--- config.mk ---
export PLATFORM = sky130hd
export DESIGN_NAME = msf_ctrl
export DESIGN_NICKNAME = d
export VERILOG_FILES = /design/src/rtl/msf_pkg.sv /design/src/rtl/msf_ctrl.sv
export SDC_FILE = /design/constraint.sdc
export NUM_CORES = 1
export LEC_CHECK = 0
export BUFFER_PORTS_ARGS = -buffer_cell sky130_fd_sc_hd__buf_2
export CAP_MARGIN = 20
export CORE_AREA = 2 2 39 41
export CTS_CLUSTER_SIZE = 8
export DETAILED_ROUTE_END_ITERATION = 6
export DIE_AREA = 0 0 41 43
export PLACE_DENSITY_LB_ADDON = 0.08
export SYNTH_ARGS = -nofsm -noshare
export SYNTH_HDL_FRONTEND = slang
export SYNTH_SLANG_ARGS = --single-unit
--- constraint.sdc ---
create_clock -name clk -period 1.3 [get_ports clk]
set_input_delay 0 -clock clk [delete_from_list [all_inputs] [get_ports clk]]
set_output_delay 0 -clock clk [all_outputs]
set_load 0.01 [all_outputs]
--- src/rtl/msf_pkg.sv ---
`default_nettype none
// ----------------------------------------------------------------------------
// msf_pkg: shared types and constants of the minimum-energy seam finder
// Item and result layouts, configuration register indexes, back-pointer
// codes, controller states and the command/status bundles between the
// controller and the datapath.
// ----------------------------------------------------------------------------
package msf_pkg;

  localparam int DEF_MAX_COLS = 1024;
  localparam int DEF_MAX_ROWS = 1024;
  localparam int DEF_SUM_BITS = 32;

  localparam int CFG_DATA_W = 32;

  // Configuration register indexes.
  localparam logic CFG_COLS_IN_USE  = 1'b0;
  localparam logic CFG_MISSING_COST = 1'b1;

  // Item opcodes.
  localparam logic OP_PUSH = 1'b0;
  localparam logic OP_READ = 1'b1;

  // Result kinds.
  localparam logic KIND_SEAM_DONE = 1'b0;
  localparam logic KIND_COLUMN    = 1'b1;

  // Back-pointer codes.
  localparam logic [1:0] OFF_UP    = 2'd0;
  localparam logic [1:0] OFF_LEFT  = 2'd1;
  localparam logic [1:0] OFF_RIGHT = 2'd2;

  typedef struct packed {
    logic       opcode;
    logic [7:0] pixel_energy;
    logic       pixel_missing;
    logic       last_pixel;
    logic [9:0] query_row;
  } item_t;

  typedef struct packed {
    logic        result_kind;
    logic [9:0]  seam_column;
    logic [31:0] total_energy;
  } result_t;

  typedef enum logic [3:0] {
    ST_IDLE,
    ST_QUERY,
    ST_FETCH,
    ST_PICK,
    ST_WRITE,
    ST_SCAN,
    ST_DRAIN,
    ST_SEAM_TOP,
    ST_WALK_RD,
    ST_WALK_STEP,
    ST_REPORT
  } state_t;

  typedef struct packed {
    logic take_pixel;
    logic take_query;
    logic fetch_right;
    logic pick;
    logic write_sum;
    logic scan_issue;
    logic seam_top;
    logic walk_read;
    logic walk_step;
    logic report;
    logic answer;
  } ctrl_cmd_t;

  typedef struct packed {
    logic row_zero;
    logic last;
    logic scan_end;
    logic walk_end;
  } ctrl_stat_t;

endpackage
`default_nettype wire

--- src/rtl/msf_ctrl.sv ---
`default_nettype none
// ----------------------------------------------------------------------------
// msf_ctrl: sequencer of the seam finder
// Accepts items, steps the datapath through the per-pixel fetch, pick and
// write, and after the last pixel through the minimum scan and the walk.
// ----------------------------------------------------------------------------
module msf_ctrl import msf_pkg::*; (
  input  wire logic       clk,
  input  wire logic       rst,
  input  wire logic       start,
  input  wire logic       opcode,
  input  wire ctrl_stat_t stat,
  output logic            busy,
  output ctrl_cmd_t       cmd
);

  state_t state, state_next;

  always_ff @(posedge clk) begin
    if (rst) begin
      state <= ST_IDLE;
    end else begin
      state <= state_next;
    end
  end

  always_comb begin
    state_next = state;
    cmd        = '0;
    busy       = (state != ST_IDLE);
    case (state)
      ST_IDLE: begin
        if (start) begin
          if (opcode == OP_READ) begin
            cmd.take_query = 1'b1;
            state_next     = ST_QUERY;
          end else begin
            cmd.take_pixel = 1'b1;
            // The first row has no predecessors to fetch.
            state_next     = stat.row_zero ? ST_WRITE : ST_FETCH;
          end
        end
      end
      ST_QUERY: begin
        cmd.answer = 1'b1;
        state_next = ST_IDLE;
      end
      ST_FETCH: begin
        cmd.fetch_right = 1'b1;
        state_next      = ST_PICK;
      end
      ST_PICK: begin
        cmd.pick   = 1'b1;
        state_next = ST_WRITE;
      end
      ST_WRITE: begin
        cmd.write_sum = 1'b1;
        state_next    = stat.last ? ST_SCAN : ST_IDLE;
      end
      ST_SCAN: begin
        cmd.scan_issue = 1'b1;
        if (stat.scan_end) begin
          state_next = ST_DRAIN;
        end
      end
      ST_DRAIN: begin
        state_next = ST_SEAM_TOP;
      end
      ST_SEAM_TOP: begin
        cmd.seam_top = 1'b1;
        state_next   = stat.row_zero ? ST_REPORT : ST_WALK_RD;
      end
      ST_WALK_RD: begin
        cmd.walk_read = 1'b1;
        state_next    = ST_WALK_STEP;
      end
      ST_WALK_STEP: begin
        cmd.walk_step = 1'b1;
        state_next    = stat.walk_end ? ST_REPORT : ST_WALK_RD;
      end
      ST_REPORT: begin
        cmd.report = 1'b1;
        state_next = ST_IDLE;
      end
      default: begin
        state_next = ST_IDLE;
      end
    endcase
  end

endmodule
`default_nettype wire

==> Yosys cells after proc, flatten, opt, wreduce, memory -nomap -nowiden <==
Cells that the tools add are included.
{ "totals": {"regBits": 4, "latchBits": 0, "ram_bits": 0, "romBits": 0, "inputBits": 8, "output_inout_bits": 12, "elab_cells": 37, "memories": 0} }
{ "op_classes": {"addsub": 0, "n_mul": 0, "div_mod_pow": 0, "n_lt_le_gt_ge": 0, "n_eq_ne": 12, "n_shift": 0, "n_mux": 21, "bitwise_logic": 0, "reduce_logical": 3} }
{ "op_table": {"columns": ["operator", "n"], "rows": [
  ["4-bit one-hot mux with 9 select lines", 1],
  ["4-bit by 3-bit == test with 1-bit output, second input constant", 4],
  ["4-bit == test, second input constant", 3],
  ["1-bit 2-to-1 mux", 11],
  ["3-bit 2-to-1 mux", 3],
  ["4-bit by 2-bit == test with 1-bit output, second input constant", 2],
  ["2-bit 2-to-1 mux", 4],
  ["4-bit 2-to-1 mux", 2],
  ["4-bit by 1-bit == test with 1-bit output, second input constant", 1],
  ["4-bit logical NOT", 1],
  ["2-bit != test, second input constant", 2],
  ["4-bit nonzero test", 1],
  ["2-bit AND reduction", 1]
]} }

==> Depth between registers and ports, before layout <==
{ "depth": {"depth_word": 4, "depth_mapped": 5, "mapped_depth_nobuf": 4} }

==> Worst setup path before layout <==
Ideal clock, no wire load.
{ "synth_path": {"path_type": "flip-flop to flip-flop", "start": "register state[1]", "end": "register state[2]", "setup_time_ns": 0.070, "arrival_ns": 1.330, "required_time_ns": 1.230, "path_slack_ns": -0.100, "stages_incl_launch_ff": 6, "n_path_buf": 1, "synth_period_minus_slack_ns": 1.400, "cell_sequence": "dfxtp_1 -> or4_1 -> buf_2 -> nor3b_2 -> o22ai_1 -> a21oi_1"} }
{ "synth_via": {"elab_chain_cells": 3, "elab_cells_between_ends": 13, "cone_classes": "eq/ne (10); mux (1); reduce/logical (2)"} }
{ "synth_lines": {"columns": ["element", "line", "text"], "rows": [
  ["from (decl)", "msf_ctrl.sv:17", "state_t state, state_next;"],
  ["from (signal assigned)", "msf_ctrl.sv:23", "state <= state_next;"],
  ["4-bit by 3-bit == test with 1-bit output / 4-bit logical NOT (equally long branches)", "msf_ctrl.sv:31", "case (state)"],
  ["2-bit != test (no source line)", null, null],
  ["2-bit AND reduction (no source line)", null, null]
]} }
Parallel ways exist; a longest one is shown, timed or not.
A chain may end at the register's enable or synchronous reset.

==> results.sh <==
export IMPL_outcome="complete, but fails checks"
export IMPL_violations="negative setup slack"
export IMPL_fin_nets=102
export IMPL_die_w_um=41
export IMPL_cp_arrival_ns=1.46
export IMPL_path_clk_slew_ns=0.04
export IMPL_rsz0062_at_grt="true"
export IMPL_ys_ff_latch=4
export IMPL_path_max_fanout=8
export IMPL_gp_congestion=0.781
export IMPL_r2r_start="state[1]"
export IMPL_whs_ns=0.0835
export IMPL_routed_via_density=5.17
export IMPL_drt_antenna_violating_nets=0
export IMPL_ff2ff_path_depth=4
export IMPL_synth_top_cell_area_share_pct=21.1
export IMPL_yosys_area_top_type="dfxtp_1"
export IMPL_antenna_cells=0
export IMPL_path_buf_inv=1
export IMPL_fmax_ghz=0.684
export IMPL_synthTopCellsByArea="dfxtp_1, nor3_1, nor2_1, buf_2, nand2b_1"
export IMPL_reg2reg_to="state[2]"
export IMPL_top_register="state"
export IMPL_max_cap_violations=0
export IMPL_synth_cell_types=25
export IMPL_postPlaceCellArea_um2=567
export IMPL_io_buffer_count=19
export IMPL_slowest_stage="or4_4"
export IMPL_ir_worst_vdd_uv=454
export IMPL_setup_ws_ns=-0.163
export IMPL_grt_pass1_vias=475
export IMPL_synthToLayoutAreaGrowth_pct=111
export IMPL_worst_setup_path_end_kind="output pin"
export IMPL_dieArea_mm2=0.00176
export IMPL_avgSynthCellArea_um2=6.77
export IMPL_startpoint="state[1]"
export IMPL_crit_end="cmd[10]"
export IMPL_rows=14
export IMPL_cp_start_kind="flip-flop"
export IMPL_layout_common_cells="buf_2, buf_4, buf_6"
export IMPL_finClkSkew_ns=0.00309
export IMPL_wl_per_cell_um=12.8
export IMPL_cp_depth=3
export IMPL_grt_pass1_wl_um=1880
export IMPL_clk_path_buf_depth=2
export IMPL_setup_viol=7
export IMPL_wl_um=1380
export IMPL_synth_cells=56
export IMPL_design_core_area_mm2=0.00138
export IMPL_drive_above_1_share_pct=75.0
export IMPL_overflow=0
export IMPL_min_delay_path_class="input port to flip-flop"
export IMPL_critPathRequiredTime_ns=1.30
export IMPL_antenna_found_initial=0
export IMPL_design_area_um2=801
export IMPL_netlist_area_um2=379
export IMPL_slew_viol_final=0
export IMPL_finalHoldViolations=0
export IMPL_h_tree_depth=1
export IMPL_cts_sinks=4
export IMPL_clk_latency_ns=0.23
export IMPL_drtIter0Drc=15
export IMPL_p_per_area_mw_per_mm2=640
export IMPL_path_cells="or4_4 > nor3b_2 > buf_2"
export IMPL_seq_area_frac_synth_pct=21.1
export IMPL_yosys_warnings=0
export IMPL_largest_reg_flops=4
export IMPL_rrSetupSlack_ns=-0.11
export IMPL_route_vias_total=558
export IMPL_cts_buffers_inserted=3
export IMPL_worst_pin_slew_ns=0.275
export IMPL_period_minus_slack_ns=1.46
export IMPL_start_util_pct=27.4
export IMPL_critical_path_top_delay_family="simple AND/OR/NAND/NOR gates"
export IMPL_ios=20
export IMPL_cts_tree="built"
export IMPL_top_regs="state x4"
export IMPL_drc=0
export IMPL_slew_headroom_pct=81.6
export IMPL_synthesis_nets=64
export IMPL_final_common_cell="buf_2"
export IMPL_cpPeakStageDelay_ns=0.54
export IMPL_grt_max_degree=9
export IMPL_fillCellCount=131
export IMPL_worstSetupPathType="flip-flop to output pin"
export IMPL_grt_use_total_pct=15.2
export IMPL_ctsRootBufferMaster="clkbuf_4"
export IMPL_p_leak_uw=0.000378
export IMPL_fin_crit_sh_pct=113
export IMPL_drt_first_pass_iters=4
export IMPL_die_height_um=43
export IMPL_dp_hpwl_um=893
==> cells by family (layout without fill, tap and decap cells) <==
| group | Yosys count | in the layout | share of synthesized area, % |
|---|---|---|---|
| buffers and inverters | 7 | 43 | 8.58 |
| AO/OA/AOI/OAI | 12 | 12 | 20.5 |
| flip-flops | 4 | 4 | 21.1 |
| AND/OR/NAND/NOR | 33 | 33 | 49.8 |
==> power breakdown <==
part	switching (µW)	internal [µW]	leakage (µW)
registers	12.9	129	0.0000350
clock network	44.3	103	0.0000138
logic	106	117	0.000329
==> routing by layer <==
metal | GRT usage (%) | part of all wire [%]
met5 | 0 | 0
met4 | 2.00 | 0.72
met3 | 4.71 | 3.8
met2 | 24.1 | 52
met1 | 20.1 | 43
==> how the worst min path moves through the flow <==
| stage | from | end | cells past startpoint |
|---|---|---|---|
| 3_5_place_dp | rst | state[3] | 2 |
| 4_1_cts | stat[1] | state[2] | 3 |
| 6_report | stat[1] | state[0] | 3 |
| 5_1_grt | stat[1] | state[0] | 3 |
| 3_3_place_gp | rst | state[2] | 2 |
| 2_1_floorplan | opcode | cmd[10] | 1 |
==> synthesized netlist by cell type <==
master,n
and3_1,2
or2b_1,1
a31o_2,1
nor3b_2,1
nor2_1,7
nor4b_1,1
or3b_2,1
o22ai_1,2
a2111oi_1,1
a221oi_1,1
a21oi_1,4
and3_2,1
nor2b_1,2
or4_1,1
nor4_1,1
dfxtp_1,4
o21ai_0,1
o21ai_1,1
nor3b_1,1
buf_2,5
nand2b_1,4
nand2_1,3
nor3_1,7
o21a_1,1
inv_1,2
==> worst min-delay path, stage by stage <==
cell	delay, ns
buf_2	0.08
nand2b_1	0.12
a21oi_1	0.06
==> repair_timing <==
item,CTS,global route
hold endpoints to repair,4,0
endpoints found under the setup margin,8,15
pin swaps,6,5
setup buffers,5,0
hold buffers,1,0
gates resized for setup,20,20
==> per-stage QoR <==
stage / std cells / utilization [%] / power, µW / setup TNS, ns / setup WS (ns)
2_1_floorplan: 56 / - / 227 / -0.103 / -0.0605
5_1_grt: 108 / 57.9 / 543 / -1.02 / -0.198
6_report: 108 / 57.9 / 512 / -0.670 / -0.163
4_1_cts: 108 / 51.1 / 480 / -0.595 / -0.158
3_5_place_dp: 99 / 41.0 / 289 / -0.386 / -0.156
3_3_place_gp: 99 / 41.0 / 290 / -0.314 / -0.120
==> final cells by class <==
| cell class | count | area [µm²] | share of cell area [%] |
|---|---|---|---|
| flip-flops and latches | 4 | 90.1 | 11.2 |
| repair buffers | 38 | 264 | 33.0 |
| clock buffers | 3 | 22.5 | 2.81 |
| inverters | 2 | 10.0 | 1.25 |
| multi-input cells | 45 | 394 | 49.2 |
| well taps | 16 | 20.0 | 2.50 |
Power figures use the tool's default switching activity.
